[src/enms_ram.sv]
// ----------------------------------------------------------------------------
// enms_ram
// generic simple dual-port ram, one write port, one registered read port
// ----------------------------------------------------------------------------
`default_nettype none

module enms_ram #(
    parameter int WIDTH = 8,
    parameter int DEPTH = 16
) (
    input  wire logic                     clk,
    input  wire logic                     we,
    input  wire logic [$clog2(DEPTH)-1:0] waddr,
    input  wire logic [WIDTH-1:0]         wdata,
    input  wire logic                     re,
    input  wire logic [$clog2(DEPTH)-1:0] raddr,
    output logic      [WIDTH-1:0]         rdata
);

    logic [WIDTH-1:0] mem_reg [DEPTH];
    logic [WIDTH-1:0] rdata_reg;

    always_ff @(posedge clk)
    begin
        if (we)
        begin
            mem_reg[waddr] <= wdata;
        end
        if (re)
        begin
            rdata_reg <= mem_reg[raddr];
        end
    end

    assign rdata = rdata_reg;

endmodule

`default_nettype wire

[config.mk]
export PLATFORM = sky130hd
export DESIGN_NAME = enms_ram
export DESIGN_NICKNAME = d
export VERILOG_FILES = /design/src/enms_ram.sv
export SDC_FILE = /design/constraint.sdc
export NUM_CORES = 1
export LEC_CHECK = 0
export ABC_AREA = 1
export BUFFER_PORTS_ARGS = -buffer_cell sky130_fd_sc_hd__buf_2
export CAP_MARGIN = 20
export CORE_ASPECT_RATIO = 0.7
export CORE_UTILIZATION = 35
export CTS_CLUSTER_DIAMETER = 60
export DETAILED_ROUTE_END_ITERATION = 8
export HOLD_SLACK_MARGIN = 0.12
export SLEW_MARGIN = 15
export SYNTH_ARGS = -nofsm -noshare
export SYNTH_HDL_FRONTEND = slang
export SYNTH_SLANG_ARGS = --single-unit
[constraint.sdc]
create_clock -name clk -period 1.4 [get_ports clk]
set_input_delay 0.28 -clock clk [delete_from_list [all_inputs] [get_ports clk]]
set_output_delay 0.28 -clock clk [all_outputs]
set_load 0.05 [all_outputs]
# == Word level (Yosys, flattened, before mapping) ==
# Memories as Yosys holds them, arrays and structs flattened. A register that Yosys moved wholly into a read port is not among the register bits.
# Index checks and enable logic that the tools add are counted.
# op_classes
muxes,2
# op_table
cell,count
1-bit two-way mux,2
# word_totals
inputBits,19
n_memories,1
reg_bits,0
ram_bits,128
out_inout_bits,8
wordCells,3
# memory_table
name,words,word_bits,read_ports,rd_ports_with_merged_regs,wr,line,text
mem_reg,16,8,1,1,1,20,logic [WIDTH-1:0] mem_reg [DEPTH];

# == Longest topological paths before layout ==
# Gate-level depths: netlist of run 1.
# depth
ltp_word,2
mapped_depth,8
depth_no_buf,7

# == Least setup slack after synthesis of run 1 ==
# Ideal clock, no wire load.
# synth_timing
path_kind,in2reg
from,input waddr[2]
to,memory mem_reg[10][0] (enable)
t_arrival_ps,861
slack_ps,169
t_required_ps,1030
setup_time_ps,370
cell_stages,2
n_path_buf,0
path_cell_list,nand3b_1 > nor2_1
# synth_rtl
item,line,text
"start, declared",13,"input wire logic [$clog2(DEPTH)-1:0] waddr,"
"end, declared",20,
# No word-level cell before the write port.

# == Worst setup path in the final report of run 1 ==
# layout_timing
from,register rdata_reg[6] (netlist: rdata[6]) (read register of mem_reg)
to,output rdata[6]
# layout_rtl
item,line,text
"start, declared",21,logic [WIDTH-1:0] rdata_reg;
"end, declared",17,output logic [WIDTH-1:0] rdata
# No word-level cell between the ends.

==> results.ini, run 1 <==
[logic_synthesis]
synthTopCellsByArea = edfxtp_1, nand2_1, nand3_1
synth_top_cell_by_area = edfxtp_1
syn_nets = 570
yosys_register_bits = 136
synthCells = 551
synth.yosys.seq_area_share_pct = 69.8
syn_area_per_cell_um2 = 10.6
yosys_warnings = 0
syn_area_um2 = 5850
synth_top_area_share_pct = 69.8
synth_cell_types = 11

[floorplan]
die_w_um = 156
io_pins = 27
start_util_pct = 35.8
die_h_um = 110
die_area_um2 = 17200
core_area_um2 = 16300
core.rowCount = 39

[global_route]
globalRoute.busiestLayer = met1
use_met3_pct = 5.00
antenna_found_initial = 0
grt_pass1_vias = 3742
grt_util_met2_pct = 25.6
grt_use_met1_pct = 25.7
grt.total_usage_pct = 17.6
grt-ovfl-total = 0
grt_max_degree = 33
grt_first_pass_wirelength_um = 21500

[placed_design]
pre_cts_slack_ns = -0.0965
place_congestion = 0.838
dpl_cell_area_um2 = 6400
hpwl_um = 8790
dpl.cell_count = 808
io_buffers = 26

[sta]
hold_slack_ns = 0.249
slew_violations = 0
fin_crit_ns = 1.38
fin_ws_ns = 0.0179
max_clock_freq_mhz = 724
tns_ns = 0
final_hold_viol_count = 0
setup_viol = 0
rsz0062_at_grt = false
clock_skew_ns = 0.00763
slew_headroom_pct = 59.9
worstMarginPinSlew_ns = 0.601
min_period_over_period_pct = 98.7

[worst_hold_path]
worstHoldPathCells = 1
whs_endpoint = rdata[2]
hp-start = re
holdCritPathClass = in -> reg

[setup_path]
crit_arrival_ns = 1.10
cp-end-kind = output port
worstPathBufferInverterCount = 1
cpLargestDelayFamily = flip-flops
worstReg2RegEnd = rdata[1]
crit_chain = buf_6
r2r_slack_ns = 0.20
worstSetupPathType = reg -> out
crit_fanout = 1
worst_setup_path_start_kind = flop
r2r_start = mem_reg[15][1]
r2r_cells = 6
crit_required_ns = 1.12
slowest_delay_ns = 0.48
slowest_stage = edfxtp_1

[routing]
viasPerCell = 4.68
routed_wl_um = 13900
dr.pass1.iters = 7
ant_nets = 0
vias = 3933
drt-wirelength-per-cell_um = 16.6
drtIter0Drc = 422
drc = 0

[final_layout]
area_growth_pct = 20.1
fin_util_pct = 42.9
diodes = 0
multi_input_area_um2 = 1210
register_area_um2 = 4080
largest_reg_flops = 128
final_area_um2 = 7020
fin_cells = 840
nets = 621
drive_gt1_share_pct = 14.6
fillers = 1525

[clock_tree]
cts_tree = done
holdBufCountCts = 0
cts_buffers = 17
cts_resized = 0
insertion_delay_ns = 0.42
cts-root-buf = clkbuf_16
cts.sinks = 136
clock_path_buffers = 2
clk_pin_slew_worst_paths_ns = 0.06
post-cts-setup-buffers = 0
h-tree-depth = 4

[power]
p_total_mw = 9.83
ir_drop_uv = 855
power.density_nw_per_um2 = 1400
leakage_nw = 3.00

[status]
status = complete, no violations

[flow_run]
drv_cap = 0

how the worst max path moves through the flow:
| stage | start | endpoint | slack, ns | cells past startpoint |
|---|---|---|---|---|
| final | rdata[6] | rdata[6] | 0.02 | 1 |
| after global routing | rdata[3] | rdata[3] | 0.01 | 1 |
| after CTS | rdata[6] | rdata[6] | 0.003 | 1 |
| after detailed placement | raddr[0] | rdata[1] | -0.1 | 8 |
| after global placement | raddr[0] | rdata[1] | -0.1 | 8 |
| after floorplan | waddr[2] | mem_reg[10][0] | 0.17 | 2 |
cells in the final DEF, fill, tap and decap left out:
| master | Yosys | routed |
|---|---|---|
| inv_2 | 2 | 2 |
| inv_1 | 100 | 100 |
| nand3_1 | 97 | 97 |
| clkinv_2 | 0 | 3 |
| inv_6 | 0 | 2 |
| buf_2 | 13 | 23 |
| buf_6 | 6 | 1 |
| clkinv_4 | 0 | 2 |
| buf_12 | 0 | 7 |
| bufinv_16 | 0 | 3 |
| buf_4 | 4 | 25 |
| clkbuf_16 | 0 | 17 |
| nor2_1 | 17 | 17 |
| edfxtp_1 | 136 | 136 |
| nand2_1 | 173 | 173 |
| clkinvlp_4 | 0 | 5 |
| nand3b_1 | 2 | 2 |
layer usage:
layer,vias to the layer above,routed length (um)
li1,1887,-
met4,0,119
met3,12,984
met2,161,6010
met1,1873,6800
met5,-,0
power breakdown:
group | switching (mW) | internal [mW] | total (mW)
Clock | 1.74 | 2.80 | 4.54
Sequential | 0.0322 | 4.59 | 4.62
Combinational | 0.461 | 0.201 | 0.662
cells by family (layout without fill, tap and decap cells):
group / after synthesis / after routing / share of synthesized area [%]
buffers and inverters: 126 / 190 / 9.39
flip-flops: 136 / 136 / 69.8
AND/OR/NAND/NOR: 289 / 289 / 20.8
layout make-up:
| cell class | instances | area share [%] |
|---|---|---|
| repair buffers | 56 | 6.47 |
| clock buffers | 17 | 6.06 |
| inverters | 102 | 5.45 |
| multi-input cells | 289 | 17.3 |
| clock inverters | 15 | 2.53 |
| flip-flops and latches | 136 | 58.2 |
| well taps | 225 | 4.01 |
cells in the mapped netlist:
| cell type | n |
|---|---|
| nand2_1 | 173 |
| inv_2 | 2 |
| nor2_1 | 17 |
| buf_6 | 6 |
| nand3b_1 | 2 |
| edfxtp_1 | 136 |
| buf_4 | 4 |
| inv_1 | 100 |
| buf_1 | 1 |
| buf_2 | 13 |
| nand3_1 | 97 |
No activity file was read; power rests on OpenSTA's default activity.
==> run 2, diff against run 1 <==
==> constraint.sdc (replaced) <==
create_clock -name clk -period 1.4 [get_ports clk]
set_input_delay 0.07 -clock clk [delete_from_list [all_inputs] [get_ports clk]]
set_output_delay 0.07 -clock clk [all_outputs]
set_load 0.05 [all_outputs]
==> results.ini, run 2 (same netlist as run 1, synthesis figures left out) <==
[setup_path]
crit_chain = nand2_1 > nand2_1 > nand2_1 > nand3_1 > nand3_1 > nand2_1  ; was buf_6
cp-end-kind = flop  ; was output port
worstPathBufferInverterCount = 0  ; was 1
cpMostUsedCell = nand2_1
worstSetupPathType = reg -> reg  ; was reg -> out
slowest_stage = edfxtp_1  ; unchanged
worst_setup_path_start_kind = flop  ; unchanged
crit_arrival_ns = 1.35  ; was 1.10 ns
crit_required_ns = 1.56  ; was 1.12 ns
cpLargestDelayFamily = simple AND/OR/NAND/NOR gates  ; was flip-flops
crit_fanout = 1  ; unchanged
slowest_delay_ns = 0.37  ; was 0.48 ns

[sta]
setup_viol = 0  ; unchanged
fin_ws_ns = 0.202  ; was 0.0179 ns
tns_ns = 0  ; unchanged
clock_skew_ns = 0.00817  ; was 0.00763 ns
slew_violations = 0  ; unchanged
worstMarginPinSlew_ns = 0.652  ; was 0.601 ns
slew_headroom_pct = 56.5  ; was 59.9%
max_clock_freq_mhz = 835  ; was 724 MHz
rsz0062_at_grt = false  ; unchanged
fin_crit_ns = 1.20  ; was 1.38 ns
min_period_over_period_pct = 85.6  ; was 98.7%
final_hold_viol_count = 0  ; unchanged

[placed_design]
io_buffers = 26  ; unchanged
place_congestion = 0.802  ; was 0.838
hpwl_um = 8440  ; was 8790 um
pre_cts_slack_ns = 0.0656  ; was -0.0965 ns
dpl.cell_count = 802  ; was 808

[final_layout]
drive_gt1_share_pct = 13.1  ; was 14.6%
diodes = 0  ; unchanged
register_area_um2 = 4080  ; unchanged
fin_cells = 842  ; was 840
layout_commonest_cell = nand2_1  ; unchanged
mostFrequentLayoutCells = nand2_1, edfxtp_1, inv_1  ; unchanged
area_growth_pct = 19.9  ; was 20.1%
nets = 624  ; was 621
multi_input_area_um2 = 1210  ; unchanged
fillers = 1498  ; was 1525
largest_reg_flops = 128  ; unchanged

[power]
intPower_mw = 7.73  ; was 7.59 mW
power_switching_share_pct = 21.5  ; was 22.8%
leakage_nw = 2.99  ; was 3.00 nW
clkPwrFrac_pct = 46.6  ; was 46.2%
seqPwrFrac_pct = 46.9  ; was 47.0%
ir_drop_uv = 870  ; was 855 uV
power.density_nw_per_um2 = 1400  ; about the same
p_sw_mw = 2.11  ; was 2.24 mW
pwr-share-comb_pct = 6.4  ; was 6.7%

[routing]
drt-wirelength-per-cell_um = 16.0  ; was 16.6 um
viasPerCell = 4.65  ; was 4.68
vias = 3918  ; was 3933
dr.pass1.iters = 6  ; was 7
drtIter0Drc = 405  ; was 422
routed_wl_um = 13500  ; was 13900 um
ant_nets = 0  ; unchanged
drc = 0  ; unchanged

[clock_tree]
insertion_delay_ns = 0.41  ; was 0.42 ns
cts-root-buf = clkbuf_16  ; unchanged
cts_buffers = 17  ; unchanged
cts.sinks = 136  ; unchanged
cts_resized = 0  ; unchanged
h-tree-depth = 4  ; unchanged
cts_tree = done  ; unchanged
clk_pin_slew_worst_paths_ns = 0.06  ; about the same
clock_path_buffers = 2  ; unchanged

[floorplan]
core_area_um2 = 16300  ; unchanged
die_area_um2 = 17200  ; unchanged
die_h_um = 110  ; unchanged
core.rowCount = 39  ; unchanged
start_util_pct = 35.8  ; unchanged
io_pins = 27  ; unchanged
die_w_um = 156  ; unchanged

[status]
status = complete, no violations  ; unchanged

[global_route]
grt-ovfl-total = 0  ; unchanged
grt_pass1_vias = 3777  ; was 3742
grt_max_degree = 65  ; was 33
antenna_found_initial = 0  ; unchanged
grt.total_usage_pct = 17.1  ; was 17.6%
grt_first_pass_wirelength_um = 21200  ; was 21500 um

[worst_hold_path]
holdCritPathClass = in -> reg  ; unchanged

[flow_run]
drv_cap = 0  ; unchanged

## run 2: routing by layer
| metal | GRT usage, % | vias to the layer above | share of wire, % |
|---|---|---|---|
| li1 | - | 1886 | - |
| met4 | 6.58 | 0 | 1.5 |
| met1 | 24.3 | 1887 | 49 |
| met5 | 0 | - | 0 |
| met3 | 4.46 | 16 | 6.0 |
| met2 | 24.9 | 129 | 43 |
## run 2: worst paths after layout
check / start / to / slack, ns / depth (start not counted)
max: mem_reg[12][1] / rdata[1] / 0.20 / 6
min: raddr[3] / rdata[5] / 0.15 / 3
max reg2reg: mem_reg[12][1] / rdata[1] / 0.20 / 6
min reg2reg: mem_reg[6][2] / rdata[2] / 0.76 / 6
## run 2: layout make-up
class / instances / share of cell area (%)
sequential: 136 / 58.3
multi-input combinational: 289 / 17.3
timing repair buffer: 59 / 6.25
clock buffer: 18 / 6.12
inverter: 102 / 5.46
tap: 225 / 4.02
clock inverter: 13 / 2.57
## run 2: worst min-delay path: stages
cell	delay (ns)
buf_2	0.21
nand3_1	0.11
nand2_1	0.06
## run 2: what timing repair did
action / CTS / global route
buffers inserted: 0 / 0
hold endpoints to repair: 136 / 0
hold buffers: 9 / 0
## run 2: through the flow
stage                     cell area [um^2]  utilization, %  hold slack (ns)  total power [mW]
final                                 7010            42.9            0.154              9.84
after global routing                  7010            42.9            0.174              10.1
after CTS                             7010            42.9            0.145              9.92
after detailed placement              6310            38.6            0.470              5.32
after global placement                6310            38.6            0.467              5.31
after floorplan                       5850               -            0.169              5.08
## run 2: power by group through the flow
stage / Sequential, mW / Clock (mW) / Combinational [mW]
2_1_floorplan: 4.76 / 0 / 0.322
3_3_place_gp: 4.70 / 0 / 0.608
3_5_place_dp: 4.70 / 0 / 0.614
4_1_cts: 4.62 / 4.66 / 0.639
5_1_grt: 4.63 / 4.82 / 0.700
6_report: 4.62 / 4.59 / 0.634
==> run 3, diff against run 2 <==
--- a/config.mk
+++ b/config.mk
@@ -13,6 +13,7 @@
 export CTS_CLUSTER_DIAMETER = 60
 export DETAILED_ROUTE_END_ITERATION = 8
 export HOLD_SLACK_MARGIN = 0.12
+export RECOVER_POWER = 100
 export SLEW_MARGIN = 15
 export SYNTH_ARGS = -nofsm -noshare
 export SYNTH_HDL_FRONTEND = slang
==> results.ini, run 3 (same netlist as run 1, synthesis figures left out) <==
[power]
clkPwrFrac_pct = 46.7  ; was 46.6%
power_switching_share_pct = 21.6  ; was 21.5%
power.density_nw_per_um2 = 1420  ; was 1400 nW/um^2
ir_drop_uv = 884  ; was 870 uV
p_total_mw = 9.85  ; was 9.84 mW
p_sw_mw = 2.13  ; was 2.11 mW
leakage_nw = 2.88  ; was 2.99 nW
intPower_mw = 7.72  ; was 7.73 mW
pwr-share-comb_pct = 6.3  ; was 6.4%
seqPwrFrac_pct = 47.0  ; was 46.9%

[sta]
final_hold_viol_count = 0  ; unchanged
tns_ns = 0  ; unchanged
worstMarginPinSlew_ns = 0.858  ; was 0.652 ns
rsz0062_at_grt = false  ; unchanged
slew_violations = 0  ; unchanged
slew_headroom_pct = 42.8  ; was 56.5%
fin_crit_ns = 1.21  ; was 1.20 ns
setup_viol = 0  ; unchanged
clock_skew_ns = 0.00728  ; was 0.00817 ns
min_period_over_period_pct = 86.5  ; was 85.6%
max_clock_freq_mhz = 826  ; was 835 MHz

[clock_tree]
clk_pin_slew_worst_paths_ns = 0.05  ; was 0.06 ns
cts_buffers = 17  ; unchanged
cts_resized = 0  ; unchanged
cts_tree = done  ; unchanged
post-cts-setup-buffers = 0  ; unchanged
insertion_delay_ns = 0.41  ; about the same
holdBufCountCts = 9  ; unchanged
h-tree-depth = 4  ; unchanged
cts.sinks = 136  ; unchanged
clock_path_buffers = 2  ; unchanged
cts-root-buf = clkbuf_16  ; unchanged

[worst_hold_path]
holdCritPathClass = in -> reg  ; unchanged

[final_layout]
fillers = 1528  ; was 1498
mostFrequentLayoutCells = nand2_1, edfxtp_1, inv_1  ; unchanged
largest_reg_flops = 128  ; unchanged
drive_gt1_share_pct = 8.27  ; was 13.1%
multi_input_area_um2 = 1210  ; unchanged
diodes = 0  ; unchanged
final_area_um2 = 6930  ; was 7010 um^2
register_area_um2 = 4080  ; unchanged
layout_commonest_cell = nand2_1  ; unchanged
nets = 624  ; unchanged
area_growth_pct = 18.5  ; was 19.9%

[floorplan]
die_h_um = 110  ; unchanged
die_w_um = 156  ; unchanged
core.rowCount = 39  ; unchanged
core_area_um2 = 16300  ; unchanged
start_util_pct = 35.8  ; unchanged
die_area_um2 = 17200  ; unchanged
io_pins = 27  ; unchanged

[global_route]
antenna_found_initial = 0  ; unchanged
grt_pass1_vias = 3777  ; unchanged
grt.total_usage_pct = 17.1  ; unchanged
grt_first_pass_wirelength_um = 21200  ; unchanged
grt-ovfl-total = 0  ; unchanged
grt_max_degree = 65  ; unchanged

[routing]
drt-wirelength-per-cell_um = 16.1  ; was 16.0 um
ant_nets = 0  ; unchanged
dr.pass1.iters = 5  ; was 6
drtIter0Drc = 410  ; was 405
drc = 0  ; unchanged
viasPerCell = 4.69  ; was 4.65
vias = 3952  ; was 3918
routed_wl_um = 13600  ; was 13500 um

[placed_design]
place_congestion = 0.802  ; unchanged
hpwl_um = 8440  ; unchanged
io_buffers = 26  ; unchanged
dpl_cell_area_um2 = 6310  ; unchanged

[setup_path]
crit_arrival_ns = 1.14  ; was 1.35 ns
worst_setup_path_start_kind = flop  ; unchanged
worstPathBufferInverterCount = 1  ; was 0
worstSetupPathType = reg -> out  ; was reg -> reg
cpLargestDelayFamily = flip-flops  ; was simple AND/OR/NAND/NOR gates
slowest_stage = edfxtp_1  ; unchanged
cp-end-kind = output port  ; was flop
slowest_delay_ns = 0.45  ; was 0.37 ns
crit_required_ns = 1.33  ; was 1.56 ns
crit_fanout = 1  ; unchanged
crit_chain = clkbuf_2  ; was nand2_1 > nand2_1 > nand2_1 > nand3_1 > nand3_1 > nand2_1

[status]
status = complete, no violations  ; unchanged

[flow_run]
drv_cap = 0  ; unchanged

## run 3: changes by cell type in the layout (fill, tap and decap cells not counted)
| cell | before | now |
|---|---|---|
| clkbuf_2 | 0 | 8 |
| buf_2 | 26 | 6 |
| clkbuf_1 | 1 | 31 |
| buf_4 | 21 | 3 |
## run 3: per-layer routing
layer	GRT usage, %	wire (um)	up-vias
li1	-	-	1886
met1	24.3	6510	1888
met2	24.9	5850	159
met3	4.46	1000	19
met4	6.58	211	0
met5	0	0	-
## run 3: final timing paths
kind / from / end / slack [ns] / cells past startpoint
worst max-delay path: rdata[4] / rdata[4] / 0.19 / 1
worst max register to register: mem_reg[15][1] / rdata[1] / 0.21 / 6
worst min register to register: mem_reg[6][2] / rdata[2] / 0.75 / 6
worst min-delay path: raddr[3] / rdata[5] / 0.15 / 3
## run 3: power groups by stage
| stage | combinational [mW] | sequential [mW] | clock, mW |
|---|---|---|---|
| 3_3_place_gp | 0.608 | 4.70 | 0 |
| 5_1_grt | 0.687 | 4.63 | 4.82 |
| 2_1_floorplan | 0.322 | 4.76 | 0 |
| 3_5_place_dp | 0.614 | 4.70 | 0 |
| 6_report | 0.623 | 4.62 | 4.60 |
| 4_1_cts | 0.639 | 4.62 | 4.66 |
## run 3: final cells by class
type,instances,area share (%)
Sequential cell,136,59.0
Multi-Input combinational cell,289,17.5
Clock buffer,18,6.20
Inverter,102,5.53
Timing Repair Buffer,59,5.13
Tap cell,225,4.06
Clock inverter,13,2.60
## run 3: stage by stage
step | setup slack (ns) | hold slack [ns] | cells | utilization [%]
5_1_grt | 0.114 | 0.174 | 842 | 42.4
3_3_place_gp | 0.0739 | 0.467 | 802 | 38.6
4_1_cts | 0.208 | 0.145 | 842 | 42.9
6_report | 0.189 | 0.151 | 842 | 42.4
2_1_floorplan | 0.379 | 0.169 | 551 | -
3_5_place_dp | 0.0656 | 0.470 | 802 | 38.6
