File: config.mk
export PLATFORM = sky130hd
export DESIGN_NAME = enms_window_cell
export DESIGN_NICKNAME = d
export VERILOG_FILES = /design/src/enms_pkg.sv /design/src/enms_window_cell.sv
export SDC_FILE = /design/constraint.sdc
export NUM_CORES = 1
export LEC_CHECK = 0
export ABC_AREA = 1
export BUFFER_PORTS_ARGS = -buffer_cell sky130_fd_sc_hd__buf_4
export CORE_ASPECT_RATIO = 0.9
export CORE_MARGIN = 5
export CORE_UTILIZATION = 44
export CTS_CLUSTER_DIAMETER = 50
export DETAILED_ROUTE_END_ITERATION = 8
export MAX_ROUTING_LAYER = met4
export PLACE_DENSITY = 0.79
export SYNTH_ARGS = -nofsm -noshare
export SYNTH_HDL_FRONTEND = slang
export SYNTH_SLANG_ARGS = --single-unit
File: constraint.sdc
create_clock -name clk -period 0.8 [get_ports clk]
set_input_delay 0.24 -clock clk [delete_from_list [all_inputs] [get_ports clk]]
set_output_delay 0.24 -clock clk [all_outputs]
set_load 0.02 [all_outputs]
File: src/enms_pkg.sv
// ----------------------------------------------------------------------------
// enms_pkg
// shared types, constants and the angle-to-sector function for the edge
// non-maximum suppression block
// ----------------------------------------------------------------------------
`default_nettype none

package enms_pkg;

    // frame geometry
    localparam int MAX_WIDTH = 1024;
    localparam int COL_BITS  = $clog2(MAX_WIDTH);
    localparam int ROW_BITS  = 12;
    localparam int WID_BITS  = 11;
    localparam int CFG_BITS  = 12;
    localparam int MAG_BITS  = 16;
    localparam int DIR_BITS  = 15;

    // configuration register indexes
    localparam int            CFG_IDX_BITS     = 1;
    localparam logic [0:0]    REG_IMAGE_WIDTH  = 1'b0;
    localparam logic [0:0]    REG_IMAGE_HEIGHT = 1'b1;

    localparam logic [WID_BITS-1:0] WIDTH_RESET  = WID_BITS'(640);
    localparam logic [ROW_BITS-1:0] HEIGHT_RESET = ROW_BITS'(480);
    localparam logic [WID_BITS-1:0] WIDTH_MIN    = WID_BITS'(3);
    localparam logic [WID_BITS-1:0] WIDTH_MAX    = WID_BITS'(MAX_WIDTH);
    localparam logic [ROW_BITS-1:0] HEIGHT_MIN   = ROW_BITS'(3);

    // angle thresholds in q3.12 radians
    localparam logic signed [DIR_BITS:0] ANGLE_FOLD = 16'sd12868;
    localparam logic signed [DIR_BITS:0] EDGE_A     = 16'sd1608;
    localparam logic signed [DIR_BITS:0] EDGE_B     = 16'sd4825;
    localparam logic signed [DIR_BITS:0] EDGE_C     = 16'sd8042;
    localparam logic signed [DIR_BITS:0] EDGE_D     = 16'sd11259;

    typedef enum logic [1:0] {
        SECTOR_0   = 2'd0,
        SECTOR_45  = 2'd1,
        SECTOR_90  = 2'd2,
        SECTOR_135 = 2'd3
    } sector_t;

    // one column of the 3x3 window, sector belongs to the middle row
    typedef struct packed {
        logic [MAG_BITS-1:0] top;
        logic [MAG_BITS-1:0] mid;
        logic [MAG_BITS-1:0] bot;
        sector_t             sec;
    } window_col_t;

    // one line store entry: rows r-2 and r-1 plus the sector of row r-1
    typedef struct packed {
        logic [MAG_BITS-1:0] older;
        logic [MAG_BITS-1:0] recent;
        sector_t             sec;
    } line_word_t;

    localparam int LINE_WORD_BITS = $bits(line_word_t);

    // shift control into the window cells
    typedef struct packed {
        logic shift;
    } cell_ctrl_t;

    function automatic sector_t sector_of(input logic signed [DIR_BITS-1:0] dir);
        logic signed [DIR_BITS:0] a;
        sector_t                  s;
        a = {dir[DIR_BITS-1], dir};
        if (a < 0)
        begin
            a = a + ANGLE_FOLD;
        end
        if (a >= EDGE_A && a < EDGE_B)
        begin
            s = SECTOR_45;
        end
        else if (a >= EDGE_B && a < EDGE_C)
        begin
            s = SECTOR_90;
        end
        else if (a >= EDGE_C && a < EDGE_D)
        begin
            s = SECTOR_135;
        end
        else
        begin
            s = SECTOR_0;
        end
        return s;
    endfunction

endpackage

`default_nettype wire

File: src/enms_window_cell.sv
// ----------------------------------------------------------------------------
// enms_window_cell
// one column of the 3x3 window, hands its column to the left neighbor
// ----------------------------------------------------------------------------
`default_nettype none

module enms_window_cell (
    input  wire logic                 clk,
    input  wire logic                 rst_n,
    input  wire enms_pkg::cell_ctrl_t ctrl,
    input  wire enms_pkg::window_col_t col_in,
    output enms_pkg::window_col_t     col_out
);

    enms_pkg::window_col_t col_reg;
    enms_pkg::window_col_t col_next;

    always_comb
    begin
        col_next = col_reg;
        if (ctrl.shift)
        begin
            col_next = col_in;
        end
    end

    always_ff @(posedge clk or negedge rst_n)
    begin
        if (!rst_n)
        begin
            col_reg <= '0;
        end
        else
        begin
            col_reg <= col_next;
        end
    end

    assign col_out = col_reg;

endmodule

`default_nettype wire

* Word-level counts from Yosys, hierarchy flattened *
Index checks and enable logic that the tools add are counted.

word-level totals
  logic and storage cells = 4
  bits of input ports = 53
  flip-flop bits (word level) = 50

* Depth between registers and ports, before layout *
Gate-level depths: netlist of run 1.

  depth in word-level cells = 0
  mapped depth = 5
  mapped depth without buffers = 3

* Least setup slack after synthesis of run 1 *
Ideal clock, no wire load.

  path type = input to register
  start = in ctrl
  end = reg col_reg, in the netlist col_out[32]
  data arrival time = 0.604 ns
  path slack = 0.079 ns
  stages = 4
  library setup time = 0.117 ns
  path through = buf_6 > buf_4 > nand2_1 > nand2_1

RTL lines
  element               line                    source
  from (decl)           enms_window_cell.sv:10  input wire enms_pkg::cell_ctrl_t ctrl,
  to (signal assigned)  enms_window_cell.sv:35  col_reg <= col_next;
  to (decl)             enms_window_cell.sv:15  enms_pkg::window_col_t col_reg;

* Worst setup path after layout of run 1 *
  start = reg col_reg, in the netlist col_out[22]
  end = out col_out[22] (netlist name)

RTL lines
  element    line                    source
  to (decl)  enms_window_cell.sv:12  output enms_pkg::window_col_t col_out

No word-level cell between the ends.

==> run_results.csv, run 1 <==
group,metric,value,unit
critical_path,worstRegToRegCells,4,
grt,antenna_found_initial,0,
placed_design,numPortBuffers,102,
clock_network,htree_levels,2,
clock_network,cts_inserted_buffers,5,
critical_path,path_buf_inv,1,
min_path,worstHoldPathType,"input pin to flop",
outcome,outcome,"complete, but fails checks",
sta,final-max-slew-violation-count,0,
layout,layout-drive-gt1-share,0.416,
min_path,holdPathStages,3,
clock_network,clock-root-buffer,"clkbuf_8",
clock_network,insertion_delay,280,ps
sta,min_period,1100,ps
die,start_util,0.464,
sta,worstMarginPinSlew,266,ps
yosys,syn_avg_cell_area,9.09,um^2
critical_path,arrival,860,ps
min_path,worstHoldStart,"col_in[12]",
yosys,synth.cell_area,1930,um^2
yosys,ys_ff_latch,50,
layout,final_cell_area,3260,um^2
layout,diodes,0,
yosys,synth_edf_count,0,
sta,fin_ws,-296,ps
critical_path,cpPeakStageDelay,420,ps
die,core-area,4160,um^2
min_path,min_to,"col_out[12]$_DFFE_PN0P_",
layout,largest_register_ffs,50,
critical_path,cp_slowest_cell,"dfrtp_1",
yosys,yosys.area.top_type,"dfrtp_1",
critical_path,rr_endpoint,"col_out[26]$_DFFE_PN0P_",
yosys,yosysMostFrequentCell,"nand2_1",
yosys,synth_top_area_frac,0.649,
sta,rsz0062_at_grt,"true",
detailed_routing,ant_nets,0,
placed_design,hpwl,3.46,mm
critical_path,cp_data_required_time,560,ps
detailed_routing,drtIter0Drc,66,
critical_path,crit_type,"flop to primary output",
grt,overflow,0,
critical_path,ff2ff_setup_slack,-70,ps
yosys,synth_top_family_by_area,"simple AND/OR/NAND/NOR gates",
layout,multi_input_area,568,um^2
sta,max_clock_freq,913,MHz
die,dieHeight,72.8,um
grt,grtUsageTotal,0.176,
layout,final_nets,393,
outcome,violations,"setup timing",
grt,grt_max_degree,51,
power_and_ir_drop,power.leakage,0.00183,uW
critical_path,r2r-start,"col_out[26]$_DFFE_PN0P_",
critical_path,start_kind,"flop",
critical_path,crit_chain,"buf_6",
layout,regArea,1250,um^2
clock_network,path_clk_slew,90,ps
yosys,netlist_top_cells_count,"150 x nand2_1, 50 x dfrtp_1, 6 x buf_6",
sta,hold_violations,0,
placed_design,gp_congestion,0.707,
placed_design,placed_area,2760,um^2
detailed_routing,dr.pass1.iters,4,
yosys,synthDistinctLibCells,5,
power_and_ir_drop,power.density,1880,nW/um^2
detailed_routing,vias,1781,
detailed_routing,finalWirelength,5.28,mm
grt,grt_pass1_wl,7.78,mm
detailed_routing,drc,0,
layout,areaGrowthSynthToFinish,68.9,%
yosys,synth_compound_gate_area_share,0,
power_and_ir_drop,vdd_drop_max,1120,uV
yosys,synthTopCellsByArea,"dfrtp_1 65%, nand2_1 29%, buf_6 3.5%, buf_4 1.9%, inv_6 0.45%",
die,io-pin-count,103,
yosys,synthAdderAreaFrac,0,
critical_path,crit_family,"flip-flops",
grt,met2_usage,0.301,
grt,met3_usage,0.0481,
yosys,syn_inst,212,
detailed_routing,wire_per_inst,13.2,um
sta,tns,-13350,ps
sta,fin_crit_sh,1.37,
grt,grt_use_met1,0.213,
grt,grt_pass1_vias,1731,
clock_network,cts_tree,"yes",
job,max_cap_viol_count,0,
die,rows,22,
grt,grt_busiest_layer,"met2",
layout,finalNonFillerCells,401,
yosys,ys_seq_area_frac,0.649,
detailed_routing,vias_per_cell,4.44,
die,dieArea,5810,um^2
sta,setup_violations,53,
yosys,synth_xor_area_frac,0,
sta,max_slew_margin,0.823,
yosys,synth-simple-area-share,0.292,
clock_network,clkSinkCount,50,
sta,fin_skew,0,ps
layout,fill_cells,271,
critical_path,crit_path_end_kind,"primary output",
clock_network,clockBufferDepth,2,
placed_design,place_inst,368,
die,fp.dieW,79.8,um
yosys,async_flop_share,1.00,
yosys,synth_ff_type,"dfrtp_1",
yosys,synthMuxAreaShare,0,
yosys,ys_warn_count,0,
critical_path,cp_max_fo,2,
yosys,syn_nets,265,
per-layer routing:
| layer | share of wire | wire [um] |
|---|---|---|
| met2 | 0.48 | 2550 |
| met5 | 0 | 0 |
| met3 | 0.082 | 434 |
| met4 | 0.0068 | 36 |
| met1 | 0.43 | 2270 |
worst max-delay path by stage:
stage | startpoint | to | slack, ps | depth (start not counted)
after floorplan | ctrl | col_out[32]$_DFFE_PN0P_ | 80 | 4
after global placement | ctrl | col_out[21]$_DFFE_PN0P_ | -4 | 5
after detailed placement | ctrl | col_out[33]$_DFFE_PN0P_ | -20 | 5
after CTS | col_out[15]$_DFFE_PN0P_ | col_out[15] | -290 | 1
after global routing | col_out[22]$_DFFE_PN0P_ | col_out[22] | -320 | 1
final | col_out[22]$_DFFE_PN0P_ | col_out[22] | -300 | 1
cells in the final DEF, fill, tap and decap left out, drive strengths merged:
cell type	count
buf	131
nand2	150
dfrtp	50
dlygate4sd3	1
clkbuf	8
inv	1
where the power goes:
part           switching [uW]  total, uW  internal [uW]  leakage [uW]
Sequential                169       2920           2750      0.000609
Clock                     763       1640            873     0.0000575
Combinational             718       1570            851       0.00116
logic make-up after synthesis:
group,Yosys count
DFF,50
buffers and inverters,12
and+or+nand+nor,150
cell type report:
class,count,area share
Inverter,1,0.00269
Multi-Input combinational cell,150,0.174
Sequential cell,50,0.384
Timing Repair Buffer,132,0.382
Clock buffer,8,0.0338
Tap cell,60,0.0231
stage by stage:
step	hold WS, ps	power (uW)	util	worst slack, ps
6_report	146	6120	0.784	-296
5_1_grt	142	6380	0.784	-321
4_1_cts	136	6070	0.761	-285
3_5_place_dp	233	4200	0.665	-23.3
3_3_place_gp	232	4170	0.665	-3.71
2_1_floorplan	-55.6	3490	-	78.6
timing repair:
item,CTS,global route
hold buffers,1,0
gates cloned,0,0
hold endpoints to repair,50,0
endpoints found under the setup margin,50,50
buffers inserted,12,12
gates resized for setup,50,2
(Power assumes the default switching activity.)
==> inputs of run 2 (changes only) <==
--- a/config.mk
+++ b/config.mk
@@ -12,4 +12,5 @@
 export CORE_UTILIZATION = 44
 export CTS_CLUSTER_DIAMETER = 50
+export CTS_CLUSTER_SIZE = 40
 export DETAILED_ROUTE_END_ITERATION = 8
 export MAX_ROUTING_LAYER = met4
==> constraint.sdc (replaced) <==
create_clock -name clk -period 1.1 [get_ports clk]
set_input_delay 0.11 -clock clk [delete_from_list [all_inputs] [get_ports clk]]
set_output_delay 0.11 -clock clk [all_outputs]
set_load 0.02 [all_outputs]
==> run_results.csv, run 2 (synthesis gave the netlist of run 1 again) <==
group,metric,value,unit
outcome,outcome,"completed",
grt,grt_max_degree,51,
clock_network,htree_levels,2,
sta,setup_violations,0,
detailed_routing,wire_per_inst,12.2,um
detailed_routing,vias,1613,
grt,grt_pass1_vias,1572,
layout,areaGrowthSynthToFinish,44.4,%
layout,fill_cells,377,
clock_network,path_clk_slew,80,ps
layout,layout-drive-gt1-share,0.356,
layout,multi_input_area,563,um^2
sta,final-max-slew-violation-count,0,
power_and_ir_drop,comb_power_share,0.222,
power_and_ir_drop,switching_share,0.270,
critical_path,crit_chain,"buf_4",
die,rows,22,
sta,worstMarginPinSlew,346,ps
layout,largest_register_ffs,50,
critical_path,crit_path_end_kind,"primary output",
clock_network,cts.repair.resized,0,
critical_path,arrival,850,ps
critical_path,crit_type,"flop to primary output",
clock_network,cts_inserted_buffers,5,
placed_design,hpwl,3.39,mm
sta,fin_crit_sh,0.874,
layout,regArea,1250,um^2
sta,fin_skew,0,ps
power_and_ir_drop,p_int,2890,uW
die,start_util,0.464,
power_and_ir_drop,switchingPower,1070,uW
sta,hold_violations,0,
detailed_routing,finalWirelength,4.53,mm
layout,final_nets,366,
sta,max_slew_margin,0.769,
detailed_routing,drc,0,
power_and_ir_drop,p_clk_frac,0.248,
sta,min_period,962,ps
layout,final_common_cell,"nand2_1",
clock_network,clkSinkCount,50,
layout,diodes,0,
layout,layout_common_cells,"150 x nand2_1, 103 x buf_4, 50 x dfrtp_1",
min_path,worstHoldPathType,"input pin to flop",
critical_path,cp_max_fo,2,
critical_path,crit_family,"flip-flops",
critical_path,cp_slowest_cell,"dfrtp_1",
power_and_ir_drop,power.leakage,0.00161,uW
power_and_ir_drop,vdd_drop_max,757,uV
grt,antenna_found_initial,0,
placed_design,numPortBuffers,102,
clock_network,insertion_delay,270,ps
detailed_routing,dr.pass1.iters,4,
clock_network,clockBufferDepth,2,
job,max_cap_viol_count,0,
power_and_ir_drop,pwr-share-seq,0.530,
die,io-pin-count,103,
detailed_routing,vias_per_cell,4.34,
die,dieArea,5810,um^2
power_and_ir_drop,power.density,1420,nW/um^2
sta,fin_hold_ws,22.4,ps
critical_path,start_kind,"flop",
critical_path,path_buf_inv,1,
sta,tns,0,ps
critical_path,cpPeakStageDelay,410,ps
sta,max_clock_freq,1040,MHz
sta,rsz0062_at_grt,"false",
detailed_routing,drtIter0Drc,58,
detailed_routing,ant_nets,0,
grt,grtUsageTotal,0.162,
grt,overflow,0,
placed_design,gp_congestion,0.710,
die,fp.dieW,79.8,um
critical_path,cp_data_required_time,990,ps
layout,final_util,0.670,
clock_network,cts_tree,"yes",
die,core-area,4160,um^2
die,dieHeight,72.8,um
clock_network,clock-root-buffer,"clkbuf_8",
grt,grt_pass1_wl,7.21,mm
-- run 2: path summary, 6_finish.rpt --
path	depth (start not counted)	start	slack, ps	end
max	1	col_out[15]$_DFFE_PN0P_	140	col_out[15]
min	3	col_in[31]	20	col_out[31]$_DFFE_PN0P_
max reg2reg	2	col_out[15]$_DFFE_PN0P_	460	col_out[15]$_DFFE_PN0P_
min reg2reg	2	col_out[2]$_DFFE_PN0P_	480	col_out[2]$_DFFE_PN0P_
max in group asynchronous	3	rst_n	390	col_out[16]$_DFFE_PN0P_
min in group asynchronous	2	rst_n	270	col_out[26]$_DFFE_PN0P_
-- run 2: power by group through the flow --
stage          Clock (uW)  Combinational (uW)  Sequential, uW
4_1_cts              1030                 893            2090
3_3_place_gp            0                 878            2120
3_5_place_dp            0                 890            2130
2_1_floorplan           0                 216            2320
5_1_grt              1100                 955            2120
6_report              982                 877            2090
-- run 2: metal layers --
metal | vias to the layer above | share of wire | track usage
li1 | 828 | - | -
met5 | - | 0 | -
met2 | 65 | 0.46 | 0.267
met3 | 2 | 0.095 | 0.0543
met4 | 0 | 0.0018 | 0.0300
met1 | 718 | 0.44 | 0.196
-- run 2: final cells by class --
type,instances,share of cell area
Sequential cell,50,0.449
Clock buffer,6,0.0297
Inverter,1,0.00315
Tap cell,60,0.0270
Timing Repair Buffer,105,0.289
Multi-Input combinational cell,150,0.202
-- run 2: timing repair --
item / 4_1_cts / 5_1_grt
setup endpoints to repair: 0 / 0
setup buffers: 0 / 0
hold endpoints to repair: 22 / 0
hold buffers: 1 / 0
-- run 2: worst register-to-register path, stage by stage (launching register included) --
cell	delay (ps)
dfrtp_1	410
nand2_1	70
nand2_1	60
-- run 2: per-stage QoR --
stage	power, uW	worst slack (ps)	cell area (um^2)	cells
6_report	3950	138	2780	372
2_1_floorplan	2540	424	1930	212
4_1_cts	4010	125	2780	372
3_3_place_gp	3000	166	2690	365
3_5_place_dp	3020	133	2690	365
5_1_grt	4170	99.4	2780	372
==> inputs of run 3 (changes only) <==
==> constraint.sdc (replaced) <==
create_clock -name clk -period 1 [get_ports clk]
set_input_delay 0.1 -clock clk [delete_from_list [all_inputs] [get_ports clk]]
set_output_delay 0.1 -clock clk [all_outputs]
set_load 0.005 [all_outputs]
==> run_results.csv, run 3 (synthesis gave the netlist of run 1 again) <==
group,metric,value,unit
clock_network,cts.repair.resized,0,
sta,min_period,949,ps
detailed_routing,finalWirelength,5.27,mm
layout,diodes,0,
min_path,worstHoldStart,"col_in[47]",
detailed_routing,route.met2.wl,2.55,mm
grt,grt_pass1_vias,1710,
sta,hold_violations,0,
clock_network,htree_levels,2,
critical_path,crit_chain,"buf_4",
sta,final-max-slew-violation-count,0,
die,core-area,4160,um^2
placed_design,placed_area,2690,um^2
clock_network,cts_tree,"yes",
critical_path,cp_slowest_cell,"dfrtp_1",
job,max_cap_viol_count,0,
die,io-pin-count,103,
critical_path,cp_data_required_time,900,ps
sta,worstMarginPinSlew,356,ps
clock_network,clock-root-buffer,"clkbuf_8",
detailed_routing,drtIter0Drc,63,
grt,antenna_found_initial,0,
clock_network,path_clk_slew,80,ps
min_path,holdPathStages,3,
critical_path,r2r-start,"col_out[34]$_DFFE_PN0P_",
critical_path,crit_type,"flop to primary output",
detailed_routing,vias_per_cell,4.41,
placed_design,gp_congestion,0.689,
critical_path,cpPeakStageDelay,410,ps
sta,max_clock_freq,1050,MHz
clock_network,clockBufferDepth,2,
layout,layout_common_cells,"150 x nand2_1, 103 x buf_4, 50 x dfrtp_1",
placed_design,hpwl,3.45,mm
placed_design,place_inst,365,
placed_design,numPortBuffers,102,
power_and_ir_drop,power.density,1460,nW/um^2
detailed_routing,dr_wl_met3,439,um
detailed_routing,wire_per_inst,13.0,um
layout,areaGrowthSynthToFinish,62.6,%
die,fp.dieW,79.8,um
die,dieHeight,72.8,um
sta,max_slew_margin,0.762,
power_and_ir_drop,power.leakage,0.00175,uW
clock_network,clkSinkCount,50,
layout,largest_register_ffs,50,
detailed_routing,topRoutingLayerUsed,"met4",
critical_path,crit_family,"flip-flops",
detailed_routing,dr.pass1.iters,4,
critical_path,critical_path.startpoint,"col_out[34]$_DFFE_PN0P_",
power_and_ir_drop,vdd_drop_max,892,uV
clock_network,postCtsSetupRepairBufs,0,
detailed_routing,drc,0,
clock_network,insertion_delay,290,ps
critical_path,cp_max_fo,2,
sta,fin_hold_ws,4.79,ps
layout,final_cell_area,3130,um^2
sta,setup_violations,0,
detailed_routing,met1Wirelength,2.22,mm
die,rows,22,
detailed_routing,ant_nets,0,
sta,rsz0062_at_grt,"false",
layout,final_common_cell,"nand2_1",
critical_path,path_buf_inv,1,
grt,overflow,0,
critical_path,crit_path_end_kind,"primary output",
sta,fin_crit_sh,0.949,
critical_path,worstRegToRegCells,2,
layout,final_util,0.754,
die,dieArea,5810,um^2
die,start_util,0.464,
sta,tns,0,ps
detailed_routing,vias,1786,
critical_path,arrival,850,ps
clock_network,cts_inserted_buffers,5,
layout,fill_cells,332,
grt,grtUsageTotal,0.189,
layout,layout-drive-gt1-share,0.325,
grt,grt_max_degree,51,
min_path,worstHoldPathType,"input pin to flop",
sta,fin_skew,0,ps
outcome,outcome,"completed",
critical_path,crit_cells,1,
layout,final_nets,398,
critical_path,start_kind,"flop",
layout,finalNonFillerCells,405,
grt,grt_pass1_wl,8.16,mm
## run 3: changes by cell type in the layout (fill, tap and decap cells not counted)
cell           previous run  this run
bufinv_16                 0         1
dlygate4sd3_1             1        33
## run 3: layout make-up
cell class	count	area [um^2]	area share
inverters	1	8.76	0.00279
clock buffers	6	82.6	0.0263
repair buffers	137	1120	0.358
well taps	60	75.1	0.0240
multi-input cells	150	563	0.180
flip-flops and latches	50	1250	0.399
clock inverters	1	30.0	0.00958
## run 3: path summary, 6_finish.rpt
path                                           end  slack (ps)
min                        col_out[47]$_DFFE_PN0P_           5
min in group asynchronous  col_out[41]$_DFFE_PN0P_         240
min reg2reg                col_out[16]$_DFFE_PN0P_         480
max in group asynchronous  col_out[29]$_DFFE_PN0P_         320
max                                    col_out[34]          50
max reg2reg                col_out[34]$_DFFE_PN0P_         350
## run 3: what timing repair did
item,CTS,global route
hold buffers,31,2
hold endpoints to repair,66,2
setup endpoints to repair,0,0
## run 3: where the power goes
part / internal (uW) / switching (uW) / total, uW
Combinational: 510 / 343 / 853
Clock: 800 / 623 / 1420
Sequential: 2200 / 107 / 2310
Total: 3510 / 1070 / 4580
## run 3: through the flow
| step | worst slack (ps) | total power, uW |
|---|---|---|
| after floorplan | 419 | 2590 |
| after detailed placement | 42.3 | 3100 |
| after global routing | 9.20 | 4820 |
| after global placement | 69.2 | 3080 |
| final | 50.7 | 4580 |
| after CTS | 36.6 | 4610 |
## run 3: worst register-to-register path: stages, from the launching register on
cell and delay, ps:
dfrtp_1 410, nand2_1 80, nand2_1 60
## run 3: metal layers
metal	up-vias	track usage
met3	8	0.0556
met5	-	-
li1	893	-
met2	76	0.309
met1	809	0.234
met4	0	0.0450
